File: config.mk
export PLATFORM = sky130hd
export DESIGN_NAME = frame_parser_checksum_check_flat
export DESIGN_NICKNAME = d
export VERILOG_FILES = /design/src/sv/fpcc_pkg.sv /design/src/sv/fpcc_byte_if.sv /design/src/sv/fpcc_res_if.sv /design/src/sv/fpcc_parser.sv /design/src/sv/fpcc_res_queue.sv /design/src/sv/frame_parser_checksum_check.sv /design/src/flat_wrapper.sv
export VERILOG_INCLUDE_DIRS = /design/src /design/src/sv
export SDC_FILE = /design/constraint.sdc
export NUM_CORES = 1
export LEC_CHECK = 0
export BUFFER_PORTS_ARGS = -buffer_cell sky130_fd_sc_hd__buf_2
export CAP_MARGIN = 10
export CORE_UTILIZATION = 40
export CTS_CLUSTER_SIZE = 14
export DETAILED_ROUTE_END_ITERATION = 10
export GPL_ROUTABILITY_DRIVEN = 1
export GPL_TIMING_DRIVEN = 1
export HOLD_SLACK_MARGIN = 0.06
export SLEW_MARGIN = 25
export SYNTH_ARGS = -nofsm -noshare
export SYNTH_HDL_FRONTEND = slang
export SYNTH_SLANG_ARGS = --single-unit
File: constraint.sdc
create_clock -name clk -period 6.33 [get_ports clk]
set_input_delay 0.9495 -clock clk [delete_from_list [all_inputs] [get_ports clk]]
set_output_delay 0.9495 -clock clk [all_outputs]
set_load 0.1 [all_outputs]
File: src/sv/assert_macros.svh
// Assertion macros used by the result queue of the frame parser checksum check RTL.
`ifndef ASSERT_MACROS_SVH
`define ASSERT_MACROS_SVH

`ifndef SYNTHESIS

// Condition must hold at every clock edge outside reset.
`define FPCC_ASSERT_ALWAYS(lbl, clk, rst_n, cond, msg) \
	lbl: assert property (@(posedge clk) disable iff (!rst_n) (cond)) else $error(msg);

// Antecedent implies consequent in the same cycle.
`define FPCC_ASSERT_IMPLY(lbl, clk, rst_n, ante, cons, msg) \
	lbl: assert property (@(posedge clk) disable iff (!rst_n) (ante) |-> (cons)) else $error(msg);

// Antecedent implies consequent in the next cycle.
`define FPCC_ASSERT_NEXT(lbl, clk, rst_n, ante, cons, msg) \
	lbl: assert property (@(posedge clk) disable iff (!rst_n) (ante) |=> (cons)) else $error(msg);

`else

`define FPCC_ASSERT_ALWAYS(lbl, clk, rst_n, cond, msg)
`define FPCC_ASSERT_IMPLY(lbl, clk, rst_n, ante, cons, msg)
`define FPCC_ASSERT_NEXT(lbl, clk, rst_n, ante, cons, msg)

`endif

`endif

File: src/sv/fpcc_pkg.sv
// Shared types, constants and functions of the frame parser checksum check.
`timescale 1ns / 1ps

package fpcc_pkg;

	// Default width of the flags field in bytes.
	localparam int FLAG_BYTES_DEF = 1;

	// Saturation value of the byte counter.
	localparam logic [16:0] COUNT_MAX = 17'h1FFFF;

	// Checksum value of a good datagram.
	localparam logic [15:0] SUM_GOOD = 16'hFFFF;

	typedef enum logic [2:0] {
		ST_OK        = 3'd0,
		ST_SHORT_HDR = 3'd1,
		ST_SHORT_PAY = 3'd2,
		ST_SHORT_CK  = 3'd3,
		ST_MISMATCH  = 3'd4
	} status_t;

	typedef enum logic {
		KIND_PAYLOAD = 1'b0,
		KIND_STATUS  = 1'b1
	} kind_t;

	// One result item.
	typedef struct packed {
		kind_t       kind;
		logic [7:0]  payload_byte;
		logic [15:0] seq_number;
		logic [7:0]  flag_bits;
		logic [15:0] payload_length;
		status_t     status;
		logic        final_res;
	} res_t;

	// Up to two results produced by one input byte, first in r0.
	typedef struct packed {
		logic [1:0] cnt;
		res_t       r0;
		res_t       r1;
	} push_t;

	// Ones-complement 16-bit add with end-around carry.
	function automatic logic [15:0] oc_add(input logic [15:0] s, input logic [15:0] w);
		logic [16:0] t;
		t = {1'b0, s} + {1'b0, w};
		return t[16] ? (t[15:0] + 16'd1) : t[15:0];
	endfunction

endpackage

File: src/sv/fpcc_byte_if.sv
// Byte request channel: one datagram byte with its end mark.
`timescale 1ns / 1ps

interface fpcc_byte_if;
	logic       valid;
	logic       ready;
	logic [7:0] data_byte;
	logic       last;

	modport source (output valid, output data_byte, output last, input ready);
	modport sink (input valid, input data_byte, input last, output ready);
endinterface

File: src/sv/fpcc_res_if.sv
// Result request channel: payload byte or end-of-datagram status.
`timescale 1ns / 1ps

interface fpcc_res_if;
	logic        valid;
	logic        ready;
	logic        kind;
	logic [7:0]  payload_byte;
	logic [15:0] seq_number;
	logic [7:0]  flag_bits;
	logic [15:0] payload_length;
	logic [2:0]  status;
	logic        final_res;

	modport source (output valid, output kind, output payload_byte, output seq_number,
		output flag_bits, output payload_length, output status, output final_res,
		input ready);
	modport sink (input valid, input kind, input payload_byte, input seq_number,
		input flag_bits, input payload_length, input status, input final_res,
		output ready);
endinterface

File: src/sv/fpcc_parser.sv
// Frame field parser, running checksum and status decision for one byte per cycle while take is high.
`timescale 1ns / 1ps

module fpcc_parser #(
	parameter int FLAG_BYTES = fpcc_pkg::FLAG_BYTES_DEF
) (
	input  logic                clk,
	input  logic                arst_n,
	input  logic                take,
	input  logic [7:0]          data_byte,
	input  logic                last,
	output fpcc_pkg::push_t     push
);

	localparam int HDR_BYTES = 4 + FLAG_BYTES;
	localparam logic [16:0] POS_FLAGS = 17'd2;
	localparam logic [16:0] POS_LEN_LO = 17'(2 + FLAG_BYTES);
	localparam logic [16:0] POS_LEN_HI = 17'(3 + FLAG_BYTES);
	localparam logic [17:0] LIM_HDR = 18'(HDR_BYTES);

	logic [16:0] count_q, count_n;
	logic        odd_q, odd_n;
	logic [15:0] seq_q, seq_n;
	logic [7:0]  flags_q, flags_n;
	logic [15:0] len_q, len_n;
	logic [15:0] sum_even_q, sum_even_n;
	logic [15:0] sum_odd_q, sum_odd_n;
	logic [7:0]  pend_q;

	logic [15:0] word;
	logic        is_payload;
	logic [17:0] total;
	logic [17:0] lim_pay;
	logic [17:0] lim_ck;
	logic [15:0] sum_sel;
	fpcc_pkg::status_t st;
	fpcc_pkg::res_t    pay_res;
	fpcc_pkg::res_t    st_res;

	// Header field capture and payload window.
	always_comb begin
		seq_n = seq_q;
		flags_n = flags_q;
		len_n = len_q;
		is_payload = 1'b0;
		if (count_q == 17'd0) begin
			seq_n[7:0] = data_byte;
		end else if (count_q == 17'd1) begin
			seq_n[15:8] = data_byte;
		end else if (count_q < POS_LEN_LO) begin
			if (count_q == POS_FLAGS) begin
				flags_n = data_byte;
			end
		end else if (count_q == POS_LEN_LO) begin
			len_n[7:0] = data_byte;
		end else if (count_q == POS_LEN_HI) begin
			len_n[15:8] = data_byte;
		end else begin
			is_payload = ({1'b0, count_q} < (LIM_HDR + {2'b00, len_q}));
		end
	end

	// Both pairings of the checksum run side by side; parity picks one at the end.
	always_comb begin
		word = {data_byte, pend_q};
		sum_even_n = sum_even_q;
		sum_odd_n = sum_odd_q;
		if (!odd_q) begin
			if (count_q == 17'd0) begin
				sum_odd_n = {8'h00, data_byte};
			end else begin
				sum_odd_n = fpcc_pkg::oc_add(sum_odd_q, word);
			end
		end else begin
			sum_even_n = fpcc_pkg::oc_add(sum_even_q, word);
		end
		count_n = (count_q == fpcc_pkg::COUNT_MAX) ? count_q : (count_q + 17'd1);
		odd_n = ~odd_q;
	end

	// Status decision on the last byte.
	always_comb begin
		total = {1'b0, count_n};
		lim_pay = LIM_HDR + {2'b00, len_n};
		lim_ck = lim_pay + 18'd2;
		sum_sel = odd_n ? sum_odd_n : sum_even_n;
		if (total < LIM_HDR) begin
			st = fpcc_pkg::ST_SHORT_HDR;
		end else if (total < lim_pay) begin
			st = fpcc_pkg::ST_SHORT_PAY;
		end else if (total < lim_ck) begin
			st = fpcc_pkg::ST_SHORT_CK;
		end else if (sum_sel != fpcc_pkg::SUM_GOOD) begin
			st = fpcc_pkg::ST_MISMATCH;
		end else begin
			st = fpcc_pkg::ST_OK;
		end
	end

	// Result items and their order.
	always_comb begin
		pay_res = '0;
		pay_res.kind = fpcc_pkg::KIND_PAYLOAD;
		pay_res.payload_byte = data_byte;
		pay_res.status = fpcc_pkg::ST_OK;
		pay_res.final_res = ~last;

		st_res = '0;
		st_res.kind = fpcc_pkg::KIND_STATUS;
		st_res.seq_number = seq_n;
		st_res.flag_bits = flags_n;
		st_res.payload_length = len_n;
		st_res.status = st;
		st_res.final_res = 1'b1;

		push = '0;
		if (take) begin
			if (is_payload) begin
				push.r0 = pay_res;
				push.r1 = st_res;
				push.cnt = last ? 2'd2 : 2'd1;
			end else begin
				push.r0 = st_res;
				push.cnt = last ? 2'd1 : 2'd0;
			end
		end
	end

	// Parser state; cleared after every status result.
	always_ff @(posedge clk or negedge arst_n) begin
		if (!arst_n) begin
			count_q <= '0;
			odd_q <= 1'b0;
			seq_q <= '0;
			flags_q <= '0;
			len_q <= '0;
			sum_even_q <= '0;
			sum_odd_q <= '0;
			pend_q <= '0;
		end else if (take) begin
			if (last) begin
				count_q <= '0;
				odd_q <= 1'b0;
				seq_q <= '0;
				flags_q <= '0;
				len_q <= '0;
				sum_even_q <= '0;
				sum_odd_q <= '0;
				pend_q <= '0;
			end else begin
				count_q <= count_n;
				odd_q <= odd_n;
				seq_q <= seq_n;
				flags_q <= flags_n;
				len_q <= len_n;
				sum_even_q <= sum_even_n;
				sum_odd_q <= sum_odd_n;
				pend_q <= data_byte;
			end
		end
	end

endmodule

File: src/sv/fpcc_res_queue.sv
// Four-entry result queue that takes up to two results per cycle and gives one.
`timescale 1ns / 1ps
`include "assert_macros.svh"

module fpcc_res_queue (
	input  logic            clk,
	input  logic            arst_n,
	input  fpcc_pkg::push_t push,
	input  logic            pop,
	output fpcc_pkg::res_t  head,
	output logic            not_empty,
	output logic            room2
);

	localparam int DEPTH = 4;
	localparam int AW = $clog2(DEPTH);
	localparam int CW = AW + 1;

	fpcc_pkg::res_t mem_q [DEPTH];
	logic [AW-1:0]  wptr_q;
	logic [AW-1:0]  rptr_q;
	logic [CW-1:0]  count_q;
	logic [AW-1:0]  wptr_nx;

	assign wptr_nx = wptr_q + AW'(1);
	assign head = mem_q[rptr_q];
	assign not_empty = (count_q != '0);
	assign room2 = (count_q <= CW'(DEPTH - 2));

	// Entry storage; the second result lands one place after the first.
	always_ff @(posedge clk) begin
		for (int i = 0; i < DEPTH; i++) begin
			if ((push.cnt != 2'd0) && (AW'(i) == wptr_q)) begin
				mem_q[i] <= push.r0;
			end else if ((push.cnt == 2'd2) && (AW'(i) == wptr_nx)) begin
				mem_q[i] <= push.r1;
			end
		end
	end

	// Pointers and fill count.
	always_ff @(posedge clk or negedge arst_n) begin
		if (!arst_n) begin
			wptr_q <= '0;
			rptr_q <= '0;
			count_q <= '0;
		end else begin
			wptr_q <= wptr_q + AW'(push.cnt);
			rptr_q <= rptr_q + AW'(pop);
			count_q <= count_q + CW'(push.cnt) - CW'(pop);
		end
	end

	`FPCC_ASSERT_ALWAYS(a_no_overflow, clk, arst_n, count_q <= CW'(DEPTH), "result queue over-full")
	`FPCC_ASSERT_IMPLY(a_push_room, clk, arst_n, push.cnt != 2'd0, room2, "push without room")
	`FPCC_ASSERT_IMPLY(a_pop_valid, clk, arst_n, pop, not_empty, "pop from empty queue")
	`FPCC_ASSERT_NEXT(a_drain, clk, arst_n, pop && (push.cnt == 2'd0), count_q == $past(count_q) - CW'(1), "fill count did not drop")

endmodule

File: src/sv/frame_parser_checksum_check.sv
// Datagram frame parser with 16-bit ones-complement checksum check. Bytes of a
// datagram come in one per request, the last one marked; the frame is a little-endian
// sequence number, a flags field of FLAG_BYTES bytes (the first byte is reported),
// a little-endian payload length, the payload and a checksum. Each payload byte is
// returned as a result as it arrives, and the last byte adds a status result
// (good, short header, short payload, short checksum or checksum mismatch) that ends
// the datagram and clears the parser. The block takes one byte per clock cycle while
// ready is high: each byte is parsed and summed in the cycle it is accepted and its
// results are written into a four-entry result queue, whose head drives the result
// channel. A last byte that falls inside the payload gives two results, so the input
// holds ready low for as long as the queue cannot take two more results; with the
// output side always ready the sustained rate is one byte per cycle.
`timescale 1ns / 1ps

module frame_parser_checksum_check #(
	parameter int FLAG_BYTES = fpcc_pkg::FLAG_BYTES_DEF
) (
	input logic           clk,
	input logic           arst_n,
	fpcc_byte_if.sink     din,
	fpcc_res_if.source    dout
);

	logic            take;
	logic            pop;
	logic            room2;
	logic            not_empty;
	fpcc_pkg::push_t push;
	fpcc_pkg::res_t  head;

	// Request handshakes.
	assign din.ready = room2;
	assign take = din.valid & room2;
	assign pop = dout.ready & not_empty;

	fpcc_parser #(
		.FLAG_BYTES(FLAG_BYTES)
	) u_parser (
		.clk       (clk),
		.arst_n    (arst_n),
		.take      (take),
		.data_byte (din.data_byte),
		.last      (din.last),
		.push      (push)
	);

	fpcc_res_queue u_queue (
		.clk       (clk),
		.arst_n    (arst_n),
		.push      (push),
		.pop       (pop),
		.head      (head),
		.not_empty (not_empty),
		.room2     (room2)
	);

	// Result request fields from the queue head.
	assign dout.valid = not_empty;
	assign dout.kind = head.kind;
	assign dout.payload_byte = head.payload_byte;
	assign dout.seq_number = head.seq_number;
	assign dout.flag_bits = head.flag_bits;
	assign dout.payload_length = head.payload_length;
	assign dout.status = head.status;
	assign dout.final_res = head.final_res;

endmodule

File: src/flat_wrapper.sv
// flat-port wrapper written by rule: the top's interface ports become plain ports
module frame_parser_checksum_check_flat 
#(
	parameter int FLAG_BYTES = fpcc_pkg::FLAG_BYTES_DEF
)
  (clk, arst_n, din_valid, din_data_byte, din_last, din_ready, dout_valid, dout_kind, dout_payload_byte, dout_seq_number, dout_flag_bits, dout_payload_length, dout_status, dout_final_res, dout_ready);
  fpcc_byte_if din_i ();
  fpcc_res_if dout_i ();
  input logic clk;
  input logic arst_n;
  input wire logic [$bits(din_i.valid)-1:0] din_valid;
  input wire logic [$bits(din_i.data_byte)-1:0] din_data_byte;
  input wire logic [$bits(din_i.last)-1:0] din_last;
  output wire logic [$bits(din_i.ready)-1:0] din_ready;
  output wire logic [$bits(dout_i.valid)-1:0] dout_valid;
  output wire logic [$bits(dout_i.kind)-1:0] dout_kind;
  output wire logic [$bits(dout_i.payload_byte)-1:0] dout_payload_byte;
  output wire logic [$bits(dout_i.seq_number)-1:0] dout_seq_number;
  output wire logic [$bits(dout_i.flag_bits)-1:0] dout_flag_bits;
  output wire logic [$bits(dout_i.payload_length)-1:0] dout_payload_length;
  output wire logic [$bits(dout_i.status)-1:0] dout_status;
  output wire logic [$bits(dout_i.final_res)-1:0] dout_final_res;
  input wire logic [$bits(dout_i.ready)-1:0] dout_ready;
  assign din_i.valid = din_valid;
  assign din_i.data_byte = din_data_byte;
  assign din_i.last = din_last;
  assign din_ready = din_i.ready;
  assign dout_valid = dout_i.valid;
  assign dout_kind = dout_i.kind;
  assign dout_payload_byte = dout_i.payload_byte;
  assign dout_seq_number = dout_i.seq_number;
  assign dout_flag_bits = dout_i.flag_bits;
  assign dout_payload_length = dout_i.payload_length;
  assign dout_status = dout_i.status;
  assign dout_final_res = dout_i.final_res;
  assign dout_i.ready = dout_ready;
  frame_parser_checksum_check #(.FLAG_BYTES(FLAG_BYTES)) u_core (.clk(clk), .arst_n(arst_n), .din(din_i), .dout(dout_i));
endmodule
### Word-level counts from Yosys, hierarchy flattened

Memory sizes are Yosys's and may differ from the RTL's.
Index checks and enable logic that the tools add are counted.

* memories: 1
* bits in registers: 105
* input bits: 13
* RAM bits: 212

* add/subtract/negate cells: 13
* multiplexer cells: 72
* order comparisons: 6
* reductions and logical operators: 15
* bitwise operators: 8
* equality and inequality tests: 13

Memory list
* u_core.u_queue.mem_q: words 4, bits a word 53, read ports 1, clocked after memory_dff 0, write ports 2, line fpcc_res_queue.sv:19 `fpcc_pkg::res_t mem_q [DEPTH];`

Operators with widths (count)
* 53-bit two-way mux: 7
* 16-bit two-way mux: 13
* 108-bit two-way mux: 1
* 53-bit OR reduction: 2
* 8-bit two-way mux: 12
* 55-bit two-way mux: 1
* 16-bit by 16-bit adder with 17-bit output: 2
* 3-bit by 16-bit adder with 17-bit output, first input constant: 2
* 17-bit by 2-bit == test with 1-bit output, second input constant: 2
* 17-bit < comparator: 2
* 17-bit two-way mux: 2
* 16-bit by 1-bit adder with 16-bit output, second input constant: 2
* 1-bit two-way mux: 29
* 17-bit by 2-bit adder with 18-bit output, second input constant: 1
* 17-bit by 18-bit < comparator with 1-bit output: 1
* 17-bit by 1-bit adder with 17-bit output, second input constant: 1
* 17-bit by 1-bit == test with 1-bit output, second input constant: 1
* 17-bit == test, second input constant: 1
* 17-bit by 3-bit == test with 1-bit output, second input constant: 1
* 17-bit logical NOT: 1
* 17-bit by 2-bit < comparator with 1-bit output, second input constant: 1
* 17-bit by 3-bit < comparator with 1-bit output, second input constant: 1
* 16-bit inequality test, second input constant: 1
* 3-bit two-way mux: 4
* 17 further kinds: 36

### Longest topological paths before layout

* word-level depth: 22
* gate-level depth with buffers: 27
* gate-level depth less buffers: 26

### Cells and area by module

Synthesis repeated with hierarchy kept, for this count alone.

* cell total of the unflattened synthesis: 1859
* area total of the unflattened synthesis: 20887.5 sq um

By module, submodules not included
* fpcc_res_queue: cells each 555, area each 10672.7 sq um, times used 1
* fpcc_parser: cells each 1302, area each 10202.3 sq um, times used 1
* frame_parser_checksum_check: cells each 2, area each 12.5 sq um, times used 1

### Worst setup path after synthesis

OpenSTA, ideal clock, no wires.

* path type: register to register
* from: reg u_core.u_parser.len_q[0]
* to: mem u_core.u_queue.mem_q[0][0] (netlist bit), enable pin
* slack: 640 ps
* period minus slack after synthesis: 5690 ps
* data arrival time: 5226 ps
* stages on the path, launching flop included: 18
* path through: dfrtp_1 ha_1 inv_1 ha_1 o21a_1 o21a_1 o21a_1 o21ai_0 nand2b_1 a2111oi_0 o21bai_1 a21o_1 clkinv_1 ha_1 nand2b_1 nor3_1 a21oi_1 nor2_1

RTL lines
* from (decl): line fpcc_parser.sv:25 `logic [15:0] len_q, len_n;`
* from (signal assigned): line fpcc_parser.sv:155 `len_q <= len_n;`
* to (decl): line fpcc_res_queue.sv:19

==> summary.md <==
| Metric | Value |
|---|---|
| Result of the run | finished clean |
| Initial Util | 40.9% |
| Deepest clock path buffer count | 3 |
| Distinct cell type count of the synthesized netlist | 88 |
| Power share of the combinational group | 56.6% |
| Total overflow reported by the global router | 0 |
| Crit Path Class | reg2reg |
| Post-CTS Setup Inserts | 0 |
| Diodes inserted | 0 |
| P_leak | 0.00823 µW |
| Commonest cells in the netlist | sky130_fd_sc_hd__nor2_1, sky130_fd_sc_hd__edfxtp_1, sky130_fd_sc_hd__nand2_1 |
| TritonCTS clock tree | done |
| Worst flop-to-flop path endpoint | u_core.u_queue.mem_q[2][3] |
| Transition time of the tightest slew-check pin | 1.00 ns |
| Root Buffer | sky130_fd_sc_hd__clkbuf_16 |
| Slew margin rel. | 33.3% |
| Number of antenna violations at the first check in global routing | 0 |
| Reg clk slew, reported paths | 0.06 ns |
| Cell depth of the worst flop-to-flop path | 22 |
| Pwr/cell area | 538 nW/µm² |
| Synthesized-area fraction occupied by and/or/nand/nor cells | 16.9% |
| Net count after synthesis | 1995 |
| CP Data Required Time | 6.64 ns |
| Type of the most critical hold path | in2async |
| Area share of fa/ha/maj cells after synthesis | 6.50% |
| PortBufs | 67 |
| Number of max-slew violations in the final report | 0 |
| Type of destination of the critical path | flip-flop |
| Number of endpoints failing setup at the final stage | 0 |
| Post-cts hold buffer count | 0 |
| RSZ-0062 raised after global routing | false |
| Sequential area share after synthesis | 46.4% |
| Fmax | 170 MHz |
| Total global routing track utilization | 22.3% |
| Drt pass-1 iters | 5 |
| Number of inserted filler cells in the final layout | 4390 |
| Overall die area | 48900 µm² |
| Final antenna-violating net count | 0 |
| Area of the mapped netlist | 19200 µm² |
| Half-perimeter wire length after placement | 36.5 mm |
| Number of resized instances in the post-cts repair step | 0 |
| Wire length of the first global-routing pass | 85.3 mm |
| Detailed-route wire length | 54.5 mm |
| Dominant combinational cell family by area after synthesis | simple AND/OR/NAND/NOR gates |
| Worst Setup SP | u_core.u_parser.count_q[5] |
| Sw Ratio | 50.5% |
| Synth warn | 0 |
| Post-Syn Instances | 1884 |
| Count of endpoints failing hold in the final timing report | 0 |
| Cell type contributing the most total cell area after synthesis | sky130_fd_sc_hd__edfxtp_1 |
| Top-Level Pins | 68 |
| Average instance area after synthesis | 10.2 µm² |
| Most used standard cell by instance count after synthesis | sky130_fd_sc_hd__nor2_1 |
| Count of nets after finishing | 2038 |
| Min cycle time layout | 5.88 ns |
| Number of enable flip-flop cells after synthesis | 204 |
| Total CTS buffers | 36 |
| Worst Path Arrival | 6.18 ns |
| Origin of the critical flop-to-flop path | u_core.u_parser.count_q[5] |
| MaxCap Viol Count | 0 |
| Xor/xnor cell area share of the yosys netlist | 4.92% |
| Complex-gate fraction of the synthesized area | 14.3% |
| Via count of the routed design | 15106 |
| Share of Yosys cell area claimed by the top area cell type | 31.9% |
| Die span in y | 221 µm |
| Peak fanout along the critical path | 13 |
| Sequential cell area | 8920 µm² |
| Floorplan die width | 221 µm |
| Row count | 79 |
| Fraction of the cycle the final worst path needs | 92.8% |
| Sum Neg Setup Slack | 0 ns |
| Multi-input logic area | 9760 µm² |
| Largest cells by area after synthesis | sky130_fd_sc_hd__edfxtp_1, sky130_fd_sc_hd__dfrtp_1, sky130_fd_sc_hd__mux4_2, sky130_fd_sc_hd__ha_1, sky130_fd_sc_hd__nor2_1 |
| Reported net switching power | 5820 µW |
| Layout-stage area growth over the synthesis result | 11.6% |
| Largest net degree at the start of global routing | 70 |
| Power share of the clock group | 17.5% |
| Number of global-route vias before repair | 14726 |
| Final estimated routing congestion in global placement | 0.954 |
| DRC violations left | 0 |
| Share of flip-flops with an asynchronous set or reset after synthesis | 33.1% |
| Peak supply drop | 0.362 mV |
| Internal power | 5710 µW |
| Portion of total power attributed to sequential cells | 25.9% |
| Area of the core | 47000 µm² |
| Clock insertion delay at the later pin of the skew report | 0.56 ns |
| Top flip-flop cell by instance count after synthesis | sky130_fd_sc_hd__edfxtp_1 |
| Worst clock skew | 0.0377 ns |
| Proportion of synthesized area in mux cells | 8.00% |
| Routed vias/inst | 5.90 |
| Mean routed wirelength per cell | 21.3 µm |
| Share of post-route cells with drive strength above 1 | 13.2% |
| Count of clock tree sinks | 317 |
| Number of levels the H-tree was split into | 2 |
| Flip-flop and latch count after synthesis | 317 |
| Post-route total power | 11500 µW |
| Drt first-iter violations | 1254 |
| Worst reg2reg setup slack | 0.45 ns |
| Startpoint Class | flip-flop |
==> metal layers <==
metal  part of all wire [%]  GRT usage, %  vias to the layer above  routed length, µm
met5                      0             0                        -                  0
met4                    2.4          6.56                        0               1310
met3                    5.3          3.16                       81               2890
met2                     47          36.1                      455              25500
met1                     46          30.9                     7554              24800
li1                       -             -                     7016                  -
==> final cells by class <==
class / instances / area share, %
multi-input cells: 1421 / 45.5
clock inverters: 14 / 0.578
flip-flops and latches: 317 / 41.6
inverters: 40 / 0.701
well taps: 607 / 3.54
clock buffers: 52 / 4.72
repair buffers: 111 / 3.29
==> worst max-delay path: stages, from the launching register on <==
cell and delay (ns):
sky130_fd_sc_hd__dfrtp_1 0.48, sky130_fd_sc_hd__or4_4 0.59, sky130_fd_sc_hd__or3_4 0.37, sky130_fd_sc_hd__nor3_4 0.20, sky130_fd_sc_hd__buf_4 0.25, sky130_fd_sc_hd__o21a_1 0.26
sky130_fd_sc_hd__inv_1 0.07, sky130_fd_sc_hd__ha_1 0.21, sky130_fd_sc_hd__inv_1 0.12, sky130_fd_sc_hd__a21oi_1 0.13, sky130_fd_sc_hd__xor2_1 0.24, sky130_fd_sc_hd__or4_4 0.55
sky130_fd_sc_hd__nor3_4 0.16, sky130_fd_sc_hd__and3_4 0.23, sky130_fd_sc_hd__xnor2_1 0.12, sky130_fd_sc_hd__ha_1 0.26, sky130_fd_sc_hd__a21o_1 0.18, sky130_fd_sc_hd__a21o_1 0.18
sky130_fd_sc_hd__o41ai_1 0.36, sky130_fd_sc_hd__a21oi_1 0.17, sky130_fd_sc_hd__nand3_1 0.10, sky130_fd_sc_hd__a41oi_1 0.10, sky130_fd_sc_hd__and2_1 0.26
==> state kept, by name, indices dropped and copies added, names as in the netlist <==
| signal | count |
|---|---|
| u_core.u_queue.wptr_q | 2 |
| u_core.u_parser.len_q | 16 |
| u_core.u_parser.odd_q | 1 |
| u_core.u_parser.seq_q | 16 |
| u_core.u_parser.count_q | 17 |
| u_core.u_parser.flags_q | 8 |
| u_core.u_queue.count_q | 3 |
| u_core.u_queue.rptr_q | 2 |
| u_core.u_parser.sum_even_q | 16 |
| u_core.u_queue.mem_q | 212 |
| u_core.u_parser.sum_odd_q | 16 |
| u_core.u_parser.pend_q | 8 |
==> how the worst max path moves through the flow <==
| stage | endpoint | slack [ns] |
|---|---|---|
| after floorplan | u_core.u_queue.mem_q[0][0] | 0.64 |
| after CTS | u_core.u_queue.mem_q[2][3] | 0.52 |
| after global placement | u_core.u_queue.mem_q[2][3] | 0.67 |
| final | u_core.u_queue.mem_q[2][3] | 0.45 |
| after global routing | u_core.u_queue.mem_q[3][3] | 0.08 |
| after detailed placement | u_core.u_queue.mem_q[2][3] | 0.57 |
==> cell usage in the layout (no fill, tap or decap), types with 25 or more instances in the layout <==
cell type                   instances
sky130_fd_sc_hd__buf_4             42
sky130_fd_sc_hd__nor2_1           281
sky130_fd_sc_hd__and2_1            25
sky130_fd_sc_hd__edfxtp_1         204
sky130_fd_sc_hd__a21oi_1           87
sky130_fd_sc_hd__xnor2_1           69
sky130_fd_sc_hd__dfrtp_1          103
sky130_fd_sc_hd__xor2_1            37
sky130_fd_sc_hd__inv_1             38
sky130_fd_sc_hd__ha_1              95
sky130_fd_sc_hd__nand3_1           35
sky130_fd_sc_hd__nand4_1           27
sky130_fd_sc_hd__clkbuf_16         36
sky130_fd_sc_hd__buf_2             66
sky130_fd_sc_hd__o21ai_0          146
sky130_fd_sc_hd__a22oi_1           34
sky130_fd_sc_hd__a21o_1            28
sky130_fd_sc_hd__mux4_2            53
sky130_fd_sc_hd__mux2i_1           25
sky130_fd_sc_hd__nor3_1            31
sky130_fd_sc_hd__nand2_1          186
==> cell families (layout without fill, tap and decap cells) <==
| family | after synthesis | after routing |
|---|---|---|
| mux | 86 | 86 |
| fa+ha+maj | 98 | 98 |
| xor+xnor | 107 | 107 |
| flops | 317 | 317 |
| compound gates | 430 | 430 |
| simple gates | 700 | 700 |
| buf+inv | 146 | 217 |
==> power by group through the flow <==
stage                     Sequential (µW)  Clock, µW  Combinational, µW
final                                2990       2020               6530
after global routing                 3040       2130               7030
after CTS                            2990       2060               6530
after detailed placement             3020          0               6500
after global placement               3010          0               6440
after floorplan                      2880          0               5170
==> metrics by stage <==
| step | hold slack (ns) | util, % | setup WS (ns) | cell area (µm²) | std cells |
|---|---|---|---|---|---|
| 6_report | 0.365 | 45.6 | 0.453 | 21400 | 2562 |
| 4_1_cts | 0.369 | 45.6 | 0.520 | 21400 | 2562 |
| 3_5_place_dp | 0.449 | 43.2 | 0.568 | 20300 | 2496 |
| 3_3_place_gp | 0.448 | 43.2 | 0.665 | 20300 | 2496 |
| 5_1_grt | 0.405 | 45.6 | 0.0811 | 21400 | 2562 |
| 2_1_floorplan | 0.442 | - | 0.640 | 19200 | 1884 |
Power figures use the tool's default switching activity.
